$ cat src/rtl/core/adc_calibrate_deadzone_detect_assert.svh
// Assertion macros shared by the calibration and dead-zone detect RTL.
`ifndef ADC_CALIBRATE_DEADZONE_DETECT_ASSERT_SVH
`define ADC_CALIBRATE_DEADZONE_DETECT_ASSERT_SVH

// Check a property on every rising clk_i edge outside reset.
`define ADCD_ASSERT(lbl, prop, msg) \
  lbl: assert property (@(posedge clk_i) disable iff (!rst_ni) (prop)) else $error(msg);

// Check that a consequent holds in the cycle after its antecedent.
`define ADCD_ASSERT_NEXT(lbl, ante, cons, msg) \
  `ADCD_ASSERT(lbl, (ante) |=> (cons), msg)

`endif

$ cat src/rtl/core/adcd_pkg.sv
// Package with constants, register indexes and types of the calibration block.
`timescale 1ns / 1ps
package adcd_pkg;

  localparam int CHANNELS    = 4;
  localparam int SAMPLE_BITS = 12;

  // Configuration register map
  localparam int CFG_IDX_W = 3;
  localparam logic [CFG_IDX_W-1:0] REG_MIN_BASE = 3'd0;
  localparam logic [CFG_IDX_W-1:0] REG_MAX      = 3'd4;
  localparam logic [CFG_IDX_W-1:0] REG_CENTER   = 3'd5;
  localparam logic [CFG_IDX_W-1:0] REG_DEAD     = 3'd6;

  localparam int MAX_RESET    = 3000;
  localparam int CENTER_RESET = 2048;
  localparam int DEAD_RESET   = 200;

  function automatic int min_reset(input int ch);
    int val;
    case (ch)
      0, 1:    val = 8;
      2, 3:    val = 7;
      default: val = 0;
    endcase
    return val;
  endfunction

  typedef enum logic [1:0] {
    ST_IDLE,
    ST_DIV,
    ST_DONE
  } ctrl_state_e;

  typedef struct packed {
    logic load;
    logic step;
  } lane_ctrl_t;

endpackage

$ cat src/rtl/core/adcd_lane.sv
// One channel lane: range check, numerator setup and bit-serial restoring divide.
`timescale 1ns / 1ps
module adcd_lane #(
  parameter int SAMPLE_BITS = adcd_pkg::SAMPLE_BITS
) (
  input  logic                    clk_i,
  input  adcd_pkg::lane_ctrl_t    ctrl_i,
  input  logic [SAMPLE_BITS-1:0]  raw_i,
  input  logic [SAMPLE_BITS-1:0]  lo_i,
  input  logic [SAMPLE_BITS-1:0]  hi_i,
  input  logic [SAMPLE_BITS-1:0]  center_i,
  input  logic [SAMPLE_BITS-1:0]  dead_i,
  output logic [SAMPLE_BITS-1:0]  scaled_o,
  output logic                    over_o
);

  localparam int SB = SAMPLE_BITS;
  localparam logic [SB-1:0] FULL_SCALE = {SB{1'b1}};

  logic [SB-1:0]   diff;
  logic [2*SB-1:0] num;
  logic [SB-1:0]   rem_q, rem_d;
  logic [SB-1:0]   quo_q, quo_d;
  logic [SB-1:0]   div_q;
  logic            zero_q, full_q;
  logic [SB:0]     trial, trial_sub;
  logic            ge;
  logic [SB-1:0]   dev;

  // numerator = (raw - lo) * (2^SB - 1)
  assign diff = raw_i - lo_i;
  assign num  = {diff, {SB{1'b0}}} - {{SB{1'b0}}, diff};

  // One quotient bit per step; numerator low bits shift out as quotient shifts in
  assign trial     = {rem_q, quo_q[SB-1]};
  assign trial_sub = trial - {1'b0, div_q};
  assign ge        = (trial >= {1'b0, div_q});

  always_comb begin
    rem_d = ge ? trial_sub[SB-1:0] : trial[SB-1:0];
    quo_d = {quo_q[SB-2:0], ge};
  end

  always_ff @(posedge clk_i) begin
    if (ctrl_i.load) begin
      rem_q  <= num[2*SB-1:SB];
      quo_q  <= num[SB-1:0];
      div_q  <= hi_i - lo_i;
      zero_q <= (hi_i <= lo_i) || (raw_i <= lo_i);
      full_q <= (raw_i >= hi_i);
    end else if (ctrl_i.step) begin
      rem_q <= rem_d;
      quo_q <= quo_d;
    end
  end

  // Quotient stays below full scale since raw - lo < hi - lo
  always_comb begin
    if (zero_q) begin
      scaled_o = '0;
    end else if (full_q) begin
      scaled_o = FULL_SCALE;
    end else begin
      scaled_o = quo_q;
    end
    dev    = (scaled_o >= center_i) ? (scaled_o - center_i) : (center_i - scaled_o);
    over_o = (dev > dead_i);
  end

endmodule

$ cat src/rtl/core/adcd_merge.sv
// Merge stage: combine lane flags, track idle state and hold the output register.
`timescale 1ns / 1ps
`include "adc_calibrate_deadzone_detect_assert.svh"
module adcd_merge #(
  parameter int SAMPLE_BITS = adcd_pkg::SAMPLE_BITS
) (
  input  logic                                           clk_i,
  input  logic                                           rst_ni,
  input  logic                                           load_i,
  input  logic [adcd_pkg::CHANNELS-1:0][SAMPLE_BITS-1:0] scaled_i,
  input  logic [adcd_pkg::CHANNELS-1:0]                  over_i,
  input  logic                                           out_stall_i,
  output logic                                           free_o,
  output logic                                           out_valid_o,
  output logic [adcd_pkg::CHANNELS-1:0][SAMPLE_BITS-1:0] scaled_o,
  output logic                                           active_o,
  output logic                                           neutral_event_o
);

  logic out_valid_q, out_valid_d;
  logic idle_seen_q, idle_seen_d;
  logic act;
  logic evt;
  logic [adcd_pkg::CHANNELS-1:0][SAMPLE_BITS-1:0] scaled_q;
  logic active_q, event_q;

  assign act    = |over_i;
  assign evt    = !act && !idle_seen_q;
  assign free_o = !out_valid_q || !out_stall_i;

  always_comb begin
    out_valid_d = out_valid_q;
    idle_seen_d = idle_seen_q;
    if (free_o) begin
      out_valid_d = 1'b0;
    end
    if (load_i) begin
      out_valid_d = 1'b1;
      idle_seen_d = !act;
    end
  end

  always_ff @(posedge clk_i or negedge rst_ni) begin
    if (!rst_ni) begin
      out_valid_q <= 1'b0;
      idle_seen_q <= 1'b0;
    end else begin
      out_valid_q <= out_valid_d;
      idle_seen_q <= idle_seen_d;
    end
  end

  always_ff @(posedge clk_i) begin
    if (load_i) begin
      scaled_q <= scaled_i;
      active_q <= act;
      event_q  <= evt;
    end
  end

  assign out_valid_o     = out_valid_q;
  assign scaled_o        = scaled_q;
  assign active_o        = active_q;
  assign neutral_event_o = event_q;

  `ADCD_ASSERT(a_evt_not_active, !(out_valid_q && event_q && active_q), "event with activity")
  `ADCD_ASSERT_NEXT(a_load_when_free, load_i && !free_o, 1'b0, "load into a busy output")

endmodule

$ cat src/rtl/core/adc_calibrate_deadzone_detect.sv
// Top level: joystick ADC min/max calibration with dead-zone activity detection.
//
//  Channel | Direction | Handshake                | Payload
//  --------+-----------+--------------------------+----------------------------------------
//  in      | request   | in_valid_i / in_stall_o  | sample_ch0_i..sample_ch3_i
//  out     | result    | out_valid_o / out_stall_i| scaled_ch0_o..scaled_ch3_o, active_o,
//          |           |                          | neutral_event_o
//  cfg     | write     | cfg_we_i                 | cfg_idx_i, cfg_data_i
//
//  A request passes through a load step, one divide step per quotient bit in the
//  restoring divider of every lane, and a merge step that waits for a free output.
//  The lanes run in lockstep; a new request waits until the last one has merged.
//  Reset is asynchronous and active low; it clears the controller, the output valid
//  and the idle flag, and restores the calibration registers. No clearing pass.
//  A stalled result waits in the output register; the next request is accepted and
//  divided meanwhile, and its merge holds until the output register frees up.
`timescale 1ns / 1ps
`include "adc_calibrate_deadzone_detect_assert.svh"
module adc_calibrate_deadzone_detect #(
  parameter int SAMPLE_BITS = adcd_pkg::SAMPLE_BITS
) (
  input  logic                           clk_i,
  input  logic                           rst_ni,
  // configuration
  input  logic                           cfg_we_i,
  input  logic [adcd_pkg::CFG_IDX_W-1:0] cfg_idx_i,
  input  logic [SAMPLE_BITS-1:0]         cfg_data_i,
  // request channel
  input  logic                           in_valid_i,
  output logic                           in_stall_o,
  input  logic [SAMPLE_BITS-1:0]         sample_ch0_i,
  input  logic [SAMPLE_BITS-1:0]         sample_ch1_i,
  input  logic [SAMPLE_BITS-1:0]         sample_ch2_i,
  input  logic [SAMPLE_BITS-1:0]         sample_ch3_i,
  // result channel
  output logic                           out_valid_o,
  input  logic                           out_stall_i,
  output logic [SAMPLE_BITS-1:0]         scaled_ch0_o,
  output logic [SAMPLE_BITS-1:0]         scaled_ch1_o,
  output logic [SAMPLE_BITS-1:0]         scaled_ch2_o,
  output logic [SAMPLE_BITS-1:0]         scaled_ch3_o,
  output logic                           active_o,
  output logic                           neutral_event_o
);

  localparam int CH    = adcd_pkg::CHANNELS;
  localparam int CNT_W = $clog2(SAMPLE_BITS + 1);
  localparam logic [CNT_W-1:0] CNT_LAST = CNT_W'(SAMPLE_BITS - 1);

  // ---------------------------------------------------------------------------
  // Calibration registers
  // ---------------------------------------------------------------------------
  logic [CH-1:0][SAMPLE_BITS-1:0] min_q;
  logic [SAMPLE_BITS-1:0]         max_q;
  logic [SAMPLE_BITS-1:0]         center_q;
  logic [SAMPLE_BITS-1:0]         dead_q;

  for (genvar ch = 0; ch < CH; ch++) begin : g_min
    always_ff @(posedge clk_i or negedge rst_ni) begin
      if (!rst_ni) begin
        min_q[ch] <= SAMPLE_BITS'(adcd_pkg::min_reset(ch));
      end else if (cfg_we_i &&
                   cfg_idx_i == adcd_pkg::REG_MIN_BASE + adcd_pkg::CFG_IDX_W'(ch)) begin
        min_q[ch] <= cfg_data_i;
      end
    end
  end

  // Unknown indexes fall through and leave every register alone
  always_ff @(posedge clk_i or negedge rst_ni) begin
    if (!rst_ni) begin
      max_q    <= SAMPLE_BITS'(adcd_pkg::MAX_RESET);
      center_q <= SAMPLE_BITS'(adcd_pkg::CENTER_RESET);
      dead_q   <= SAMPLE_BITS'(adcd_pkg::DEAD_RESET);
    end else if (cfg_we_i) begin
      case (cfg_idx_i)
        adcd_pkg::REG_MAX:    max_q    <= cfg_data_i;
        adcd_pkg::REG_CENTER: center_q <= cfg_data_i;
        adcd_pkg::REG_DEAD:   dead_q   <= cfg_data_i;
        default: ;
      endcase
    end
  end

  // ---------------------------------------------------------------------------
  // Controller: load lanes, step the dividers, hand off to the merge stage
  // ---------------------------------------------------------------------------
  adcd_pkg::ctrl_state_e state_q, state_d;
  logic [CNT_W-1:0]      cnt_q, cnt_d;
  adcd_pkg::lane_ctrl_t  lane_ctrl;
  logic                  in_accept;
  logic                  in_done;
  logic                  merge_free;
  logic                  merge_load;

  assign in_stall_o = (state_q != adcd_pkg::ST_IDLE);
  assign in_accept  = in_valid_i && !in_stall_o;
  assign in_done    = (state_q == adcd_pkg::ST_DONE);

  always_comb begin
    state_d        = state_q;
    cnt_d          = cnt_q;
    lane_ctrl.load = 1'b0;
    lane_ctrl.step = 1'b0;
    merge_load     = 1'b0;
    case (state_q)
      adcd_pkg::ST_IDLE: begin
        if (in_valid_i) begin
          lane_ctrl.load = 1'b1;
          cnt_d          = '0;
          state_d        = adcd_pkg::ST_DIV;
        end
      end
      adcd_pkg::ST_DIV: begin
        lane_ctrl.step = 1'b1;
        cnt_d          = cnt_q + 1'b1;
        if (cnt_q == CNT_LAST) begin
          state_d = adcd_pkg::ST_DONE;
        end
      end
      adcd_pkg::ST_DONE: begin
        // hold the quotients until the output register can take them
        if (merge_free) begin
          merge_load = 1'b1;
          state_d    = adcd_pkg::ST_IDLE;
        end
      end
      default: begin
        state_d = adcd_pkg::ST_IDLE;
      end
    endcase
  end

  always_ff @(posedge clk_i or negedge rst_ni) begin
    if (!rst_ni) begin
      state_q <= adcd_pkg::ST_IDLE;
      cnt_q   <= '0;
    end else begin
      state_q <= state_d;
      cnt_q   <= cnt_d;
    end
  end

  // ---------------------------------------------------------------------------
  // Lanes, one per channel
  // ---------------------------------------------------------------------------
  logic [CH-1:0][SAMPLE_BITS-1:0] raw;
  logic [CH-1:0][SAMPLE_BITS-1:0] lane_scaled;
  logic [CH-1:0]                  lane_over;
  logic [CH-1:0][SAMPLE_BITS-1:0] out_scaled;

  assign raw[0] = sample_ch0_i;
  assign raw[1] = sample_ch1_i;
  assign raw[2] = sample_ch2_i;
  assign raw[3] = sample_ch3_i;

  for (genvar ch = 0; ch < CH; ch++) begin : g_lane
    adcd_lane #(
      .SAMPLE_BITS(SAMPLE_BITS)
    ) u_lane (
      .clk_i   (clk_i),
      .ctrl_i  (lane_ctrl),
      .raw_i   (raw[ch]),
      .lo_i    (min_q[ch]),
      .hi_i    (max_q),
      .center_i(center_q),
      .dead_i  (dead_q),
      .scaled_o(lane_scaled[ch]),
      .over_o  (lane_over[ch])
    );
  end

  // ---------------------------------------------------------------------------
  // Merge and output register
  // ---------------------------------------------------------------------------
  adcd_merge #(
    .SAMPLE_BITS(SAMPLE_BITS)
  ) u_merge (
    .clk_i          (clk_i),
    .rst_ni         (rst_ni),
    .load_i         (merge_load),
    .scaled_i       (lane_scaled),
    .over_i         (lane_over),
    .out_stall_i    (out_stall_i),
    .free_o         (merge_free),
    .out_valid_o    (out_valid_o),
    .scaled_o       (out_scaled),
    .active_o       (active_o),
    .neutral_event_o(neutral_event_o)
  );

  assign scaled_ch0_o = out_scaled[0];
  assign scaled_ch1_o = out_scaled[1];
  assign scaled_ch2_o = out_scaled[2];
  assign scaled_ch3_o = out_scaled[3];

  `ADCD_ASSERT_NEXT(a_accept_starts_div, in_accept, state_q == adcd_pkg::ST_DIV, "accept lost")
  `ADCD_ASSERT(a_cnt_in_range, (state_q != adcd_pkg::ST_DIV) || (cnt_q <= CNT_LAST), "step overrun")
  `ADCD_ASSERT(a_result_from_done, $rose(out_valid_o) |-> $past(in_done), "result without divide")

endmodule

$ cat config.mk
export PLATFORM = sky130hd
export DESIGN_NAME = adc_calibrate_deadzone_detect
export DESIGN_NICKNAME = d
export VERILOG_FILES = /design/src/rtl/core/adcd_pkg.sv /design/src/rtl/core/adcd_lane.sv /design/src/rtl/core/adcd_merge.sv /design/src/rtl/core/adc_calibrate_deadzone_detect.sv
export VERILOG_INCLUDE_DIRS = /design/src /design/src/rtl/core
export SDC_FILE = /design/constraint.sdc
export NUM_CORES = 1
export LEC_CHECK = 0
export BUFFER_PORTS_ARGS = -buffer_cell sky130_fd_sc_hd__buf_2
export CAP_MARGIN = 25
export CORE_ASPECT_RATIO = 0.75
export CORE_MARGIN = 3
export CORE_UTILIZATION = 50
export CTS_CLUSTER_SIZE = 16
export DETAILED_ROUTE_END_ITERATION = 16
export GPL_TIMING_DRIVEN = 0
export PLACE_DENSITY = 0.67
export REMOVE_ABC_BUFFERS = 1
export SLEW_MARGIN = 20
export SYNTH_ARGS = -nofsm -noshare
export SYNTH_HDL_FRONTEND = slang
export SYNTH_SLANG_ARGS = --single-unit
$ cat constraint.sdc
create_clock -name clk_i -period 11.12 [get_ports clk_i]
set_input_delay 1.112 -clock clk_i [delete_from_list [all_inputs] [get_ports clk_i]]
set_output_delay 1.112 -clock clk_i [all_outputs]
set_load 0.01 [all_outputs]
==> impl_metrics.yaml, run 1 <==
critical_path:
  path_class: "flip-flop to flip-flop"
  path_cells: "inv_1, fa_1, a21o_1, a22oi_1, a21oi_1, o21ai_1, nand2_1, mux2_2, o21ai_0, xnor2_1, ha_1, a21o_1, a21o_1, a2111oi_0, a2bb2oi_1, o311ai_0"
  crit_path_end_kind: "flip-flop"
  rrSetupSlack_ns: 5.16
  worstPathMaxFanout: 13
  r2r-end: "u_merge.active_o$_DFFE_PP_"
  reg2reg_depth: 16
  crit_family: "compound AO/OA/AOI/OAI gates"
  critPathArrivalTime_ns: 6.14
  critPathRequiredTime_ns: 11.30
  reg2reg_from: "center_q[1]$_DFFE_PN0P_"
  cp_num_buf_inv: 1
  slowest_delay_ns: 0.76
  cp_common_cell: "a21o_1"
  startpoint_type: "flip-flop"
  slowest_stage: "dfrtp_1"
synthesis:
  synthMuxAreaShare: 0.0353
  synth_top_area_frac: 0.235
  syn-instance-count: 2820
  synth_top_flop_cell: "edfxtp_1"
  synth_top_area_cell: "edfxtp_1"
  ys_seq_area_frac: 0.325
  synth_xor_xnor_area_share: 0.0517
  synth_compound_area_frac: 0.199
  synth_most_common_cell: "ha_1"
  netlist_area_um2: 25800
  synth_fa_ha_area_frac: 0.179
  synth_common_cells: "337 x ha_1, 264 x inv_1, 210 x nand2_1"
  synth_simple_gate_area_frac: 0.158
  synth_edf_count: 202
  ys_seq_elements: 294
  syn_area_per_cell_um2: 9.16
  synth_top_family_by_area: "compound AO/OA/AOI/OAI gates"
  yosysUniqueCellTypes: 106
  yosys_warnings: 0
  synth.area.top_cells: "edfxtp_1 23%, ha_1 16%, dfrtp_1 7.1%, a21oi_1 3.9%, inv_1 3.8%"
  async_flop_share: 0.313
finish:
  layout.cells.non_filler: 3595
  fin_area_um2: 28400
  drive_gt1_frac: 0.125
  final_util: 0.561
  layout.nets: 3335
  fillers: 4488
  area_delta_synth_final_pct: 10.1
  insertedDiodeCount: 0
placed_design:
  routabilityCongestion: 0.932
  place_area_um2: 27200
  port-buffer-count: 119
  preCtsSetupSlack_ns: 5.26
  dp.cells: 3529
  dp_hpwl_um: 61100
power:
  leakagePower_nw: 12.6
  power_mw: 8.06
  p_seq_frac: 0.245
  switching_share: 0.454
  combPwrFrac: 0.605
  power.internal_mw: 4.40
  peakVddDrop_mv: 0.169
  pwr-share-clk: 0.150
  switchingPower_mw: 3.66
  power_density_nw_per_um2: 283
sta:
  setup_viol: 0
  max_slew_margin: 0.323
  hold_viol: 0
  rsz0062_at_grt: "false"
  min_period_over_period: 0.536
  fin_worst_skew_ns: 0.0208
  fin_setup_tns_ns: 0
  whs_ns: 0.376
  finalCriticalPeriod_ns: 5.96
  worstMarginPinSlew_ns: 1.00
  fin_ws_ns: 5.16
  fmax_mhz: 168
  slew_violations: 0
drt:
  route.detailed.drc: 0
  via_per_inst: 6.14
  vias: 22100
  drt-total-wl_um: 79000
  drtPass1Iterations: 6
  ant_nets: 0
  post_drt_wl_per_cell_um: 22.0
  drt_iter0_drc: 2296
grt:
  grt-ovfl-total: 0
  grt_max_degree: 83
  grtUsageTotal: 0.287
  antenna_found_initial: 1
  grt_pass1_vias: 20800
  grt_pass1_wl_um: 121000
clock_network:
  clk_latency_ns: 0.57
  root_buffer: "clkbuf_16"
  cts.sinks: 294
  clk_pin_slew_worst_paths_ns: 0.07
  numCtsBuffers: 36
  post_cts_buffers: 0
  cts.htree.levels: 2
  cts_buffer_depth: 3
  ctsHoldBuffers: 0
  tritoncts: "built"
  cts-resized-gates: 0
floorplanning:
  die_h_um: 203
  start_util: 0.510
  fp.coreArea_um2: 50600
  die_area_um2: 54400
  num_rows: 71
  top_level_ports: 120
  die_w_um: 268
status:
  status: "finished clean"
min_path:
  hold_path_class: "primary input to async pin"
flow_run:
  cap_violations: 0
==> cell families after synthesis <==
logic type	after synthesis
DFF	294
and+or+nand+nor	809
buffers and inverters	346
AOI/OAI and AO/OA	780
xor gates and xnor gates	149
muxes	85
adders and majority gates	357
==> power groups by stage <==
| stage | Combinational, mW | Sequential [mW] | Clock [mW] |
|---|---|---|---|
| 6_report | 4.88 | 1.97 | 1.21 |
| 5_1_grt | 5.41 | 2.00 | 1.27 |
| 4_1_cts | 4.81 | 1.97 | 1.23 |
| 3_5_place_dp | 4.78 | 1.99 | 0 |
| 3_3_place_gp | 4.61 | 2.01 | 0 |
| 2_1_floorplan | 3.59 | 1.89 | 0 |
==> flip-flops by register name, summed over array words and instances (netlist names), 2 cells and up <==
name                  count
g_lane.u_lane.div_q      48
g_lane.u_lane.quo_q      48
g_lane.u_lane.rem_q      48
min_q                    48
u_merge.scaled_o         48
center_q                 12
dead_q                   12
max_q                    12
cnt_q                     4
g_lane.u_lane.full_q      4
g_lane.u_lane.zero_q      4
state_q                   2
==> area by class of cell <==
class	instances	area [um^2]	area share
inverters	265	1000	0.0352
flip-flops and latches	294	8390	0.295
repair buffers	133	851	0.0299
clock inverters	15	86.3	0.00304
multi-input cells	2180	16200	0.569
well taps	657	822	0.0289
clock buffers	51	1100	0.0388
==> worst max-delay path by stage <==
stage / start / endpoint / depth (start not counted)
final: center_q[1]$_DFFE_PN0P_ / u_merge.active_o$_DFFE_PP_ / 16
after global routing: center_q[1]$_DFFE_PN0P_ / u_merge.neutral_event_o$_DFFE_PP_ / 19
after CTS: center_q[1]$_DFFE_PN0P_ / u_merge.active_o$_DFFE_PP_ / 16
after detailed placement: center_q[1]$_DFFE_PN0P_ / u_merge.active_o$_DFFE_PP_ / 16
after global placement: in_valid_i / g_lane[1].u_lane.rem_q[10]$_DFFE_PP_ / 5
after floorplan: in_valid_i / g_lane[1].u_lane.rem_q[10]$_DFFE_PP_ / 4
==> routing by layer <==
layer,wire length [um],vias to the layer above,GRT usage,part of all wire
met5,0,-,0,0
li1,-,10500,-,-
met3,5980,131,0.0442,0.076
met4,2590,0,0.0916,0.033
met1,37200,10600,0.428,0.47
met2,33200,864,0.425,0.42
==> placed cells by master (no fill, tap or decap), types with 20 or more instances in the layout <==
master / netlist / layout
or2_2: 57 / 57
a211oi_1: 44 / 44
mux2i_1: 36 / 36
a21oi_1: 202 / 200
nor2b_1: 48 / 48
nand2_1: 210 / 208
dfrtp_1: 73 / 73
a21o_1: 78 / 78
clkbuf_16: 0 / 41
o211ai_1: 21 / 21
nor3_1: 62 / 60
nand3_1: 59 / 59
o21a_1: 44 / 44
buf_2: 11 / 118
a31oi_1: 28 / 27
fa_1: 20 / 20
inv_1: 264 / 264
xnor2_1: 99 / 99
mux2_2: 47 / 47
o21ai_0: 166 / 166
nand4_1: 48 / 48
nor2_1: 183 / 183
xor2_1: 46 / 46
ha_1: 337 / 337
nand2b_1: 30 / 30
o31ai_1: 21 / 21
edfxtp_1: 202 / 202
Power figures use the tool's default switching activity.
==> run 2: changes to the inputs <==
--- a/config.mk
+++ b/config.mk
@@ -14,7 +14,7 @@
 export CTS_CLUSTER_SIZE = 16
 export DETAILED_ROUTE_END_ITERATION = 16
 export GPL_TIMING_DRIVEN = 0
-export PLACE_DENSITY = 0.67
+export PLACE_DENSITY = 0.7
 export REMOVE_ABC_BUFFERS = 1
 export SLEW_MARGIN = 20
 export SYNTH_ARGS = -nofsm -noshare
==> constraint.sdc (replaced) <==
create_clock -name clk_i -period 5 [get_ports clk_i]
set_input_delay 0.5 -clock clk_i [delete_from_list [all_inputs] [get_ports clk_i]]
set_output_delay 0.5 -clock clk_i [all_outputs]
set_load 0.01 [all_outputs]
==> run 2 against run 1 <==
- global-route usage fell by 0.40 points
- fmax rose by 24%
- clock skew rose by 0.0013 ns
- sequential power rose by 120%
- wire length fell by 1.1%
- die area did not move
- clock-buffer cell count fell by 6
- non-clock buffer count rose by 25
- cell count rose by 0.70%
==> impl_metrics.yaml, run 2 (synthesized netlist as in run 1, its figures left out) <==
floorplanning:
  die_h_um: 203
  num_rows: 71
  start_util: 0.510
  die_w_um: 268
  fp.coreArea_um2: 50600
  die_area_um2: 54400
  top_level_ports: 120
critical_path:
  slowest_stage: "dfrtp_2"
  slowest_delay_ns: 0.50
  worstPathMaxFanout: 13
  crit_family: "compound AO/OA/AOI/OAI gates"
  path_class: "flip-flop to flip-flop"
  critPathRequiredTime_ns: 5.26
  crit_path_end_kind: "flip-flop"
  critPathArrivalTime_ns: 5.07
  path_cells: "inv_1, ha_1, a2111oi_0, o21ai_0, o22ai_2, a21oi_4, buf_8, a31o_2, o21ai_0, xor2_1, ha_1, a21o_1, a21o_1, a21oi_1, a21oi_1, o32ai_2, o311ai_4"
  cp_num_buf_inv: 2
  startpoint_type: "flip-flop"
clock_network:
  cts.sinks: 294
  cts.htree.levels: 2
  root_buffer: "clkbuf_16"
  numCtsBuffers: 36
  clk_pin_slew_worst_paths_ns: 0.06
  cts_buffer_depth: 3
  tritoncts: "built"
  clk_latency_ns: 0.56
sta:
  fin_worst_skew_ns: 0.0221
  min_period_over_period: 0.962
  hold_viol: 0
  slew_violations: 0
  setup_viol: 0
  finalCriticalPeriod_ns: 4.81
  worstMarginPinSlew_ns: 1.04
  fmax_mhz: 208
  max_slew_margin: 0.310
finish:
  layout_commonest_cell: "ha_1"
  layout.nets: 3360
  layout.cells.non_filler: 3620
  final_util: 0.569
  area_delta_synth_final_pct: 11.5
  final_cell_mix: "334 x ha_1, 263 x inv_1, 207 x nand2_1"
  insertedDiodeCount: 0
  fillers: 4456
  drive_gt1_frac: 0.143
drt:
  drtPass1Iterations: 6
  drt_iter0_drc: 2360
  vias: 22100
  ant_nets: 0
  post_drt_wl_per_cell_um: 21.6
  via_per_inst: 6.11
  route.detailed.drc: 0
  drt-total-wl_um: 78200
placed_design:
  port-buffer-count: 119
  dp_hpwl_um: 60300
  dp.cells: 3528
  routabilityCongestion: 0.920
grt:
  grt_max_degree: 91
  grt-ovfl-total: 0
  grt_pass1_vias: 21000
  grtUsageTotal: 0.283
  antenna_found_initial: 1
  grt_pass1_wl_um: 120000
flow_run:
  cap_violations: 0
power:
  leakagePower_nw: 12.7
  power_density_nw_per_um2: 632
  peakVddDrop_mv: 0.314
min_path:
  hold_path_class: "primary input to flip-flop"
status:
  status: "finished clean"
==> run 2: changes by cell type in the layout (fill, tap and decap cells not counted), moves of 3 or more <==
cell and delta:
clkinv_4 +4, buf_4 +23, dfrtp_1 -5, dfrtp_2 +4, ha_1 -3, clkbuf_1 -5, ha_2 +3
==> run 2: per-stage QoR <==
stage	hold WS, ns	setup slack, ns	power, mW	instance area, um^2	setup TNS (ns)
after floorplan	0.204	-2.09	12.2	25500	-266.44
after global placement	0.479	-5.83	14.6	26900	-1009.03
after detailed placement	0.348	-0.954	15.0	27200	-2.77
after CTS	0.214	0.0174	17.9	28600	0
after global routing	0.263	-0.0249	19.6	28800	-0.0249
final	0.240	0.188	18.2	28800	0
==> run 2: worst reg2reg max path: cells and delay by family (launching register included) <==
family,cells,cell delay (ns)
AO/OA/AOI/OAI,12,2.54
adder cells (fa/ha/maj),2,0.70
buffers and inverters,2,0.54
flip-flops,1,0.50
XOR/XNOR,1,0.26
==> run 2: area by class of cell <==
cell class | instances | area, um^2 | area share
inverter | 265 | 1000 | 0.0349
multi-input combinational | 2180 | 16300 | 0.567
sequential | 294 | 8400 | 0.292
timing repair buffer | 158 | 1050 | 0.0364
clock inverter | 21 | 159 | 0.00552
tap | 657 | 822 | 0.0286
clock buffer | 45 | 1040 | 0.0360
==> run 2: final timing paths <==
path	from	to	slack, ns	cells after the start
setup / recovery	center_q[5]$_DFFE_PN0P_	u_merge.active_o$_DFFE_PP_	0.19	17
max in group asynchronous	rst_ni	min_q[38]$_DFFE_PN1P_	3.97	3
min in group asynchronous	rst_ni	cnt_q[1]$_DFFE_PN0P_	0.35	2
hold / removal	out_stall_i	u_merge.out_valid_o$_DFFE_PN0P_	0.24	3
hold reg to reg	min_q[40]$_DFFE_PN0P_	min_q[40]$_DFFE_PN0P_	0.51	1
setup reg to reg	center_q[5]$_DFFE_PN0P_	u_merge.active_o$_DFFE_PP_	0.19	17
==> run 2: routing by layer <==
layer	up-vias	part of all wire	track usage
met3	137	0.079	0.0480
met2	848	0.44	0.437
li1	10500	-	-
met4	0	0.031	0.0890
met1	10600	0.46	0.405
met5	-	0	0
==> run 2: what timing repair did <==
action	CTS	global route
gates resized for setup	16	21
buffers inserted	10	15
hold buffers	1	0
endpoints found under the hold margin	9	0
endpoints found under the setup margin	3	3
pin swaps	2	13
==> run 2: power by group <==
| group | total [mW] | internal [mW] | switching (mW) |
|---|---|---|---|
| sequential | 4.36 | 3.82 | 0.535 |
| clock | 2.67 | 1.54 | 1.13 |
| combinational | 11.2 | 4.60 | 6.56 |
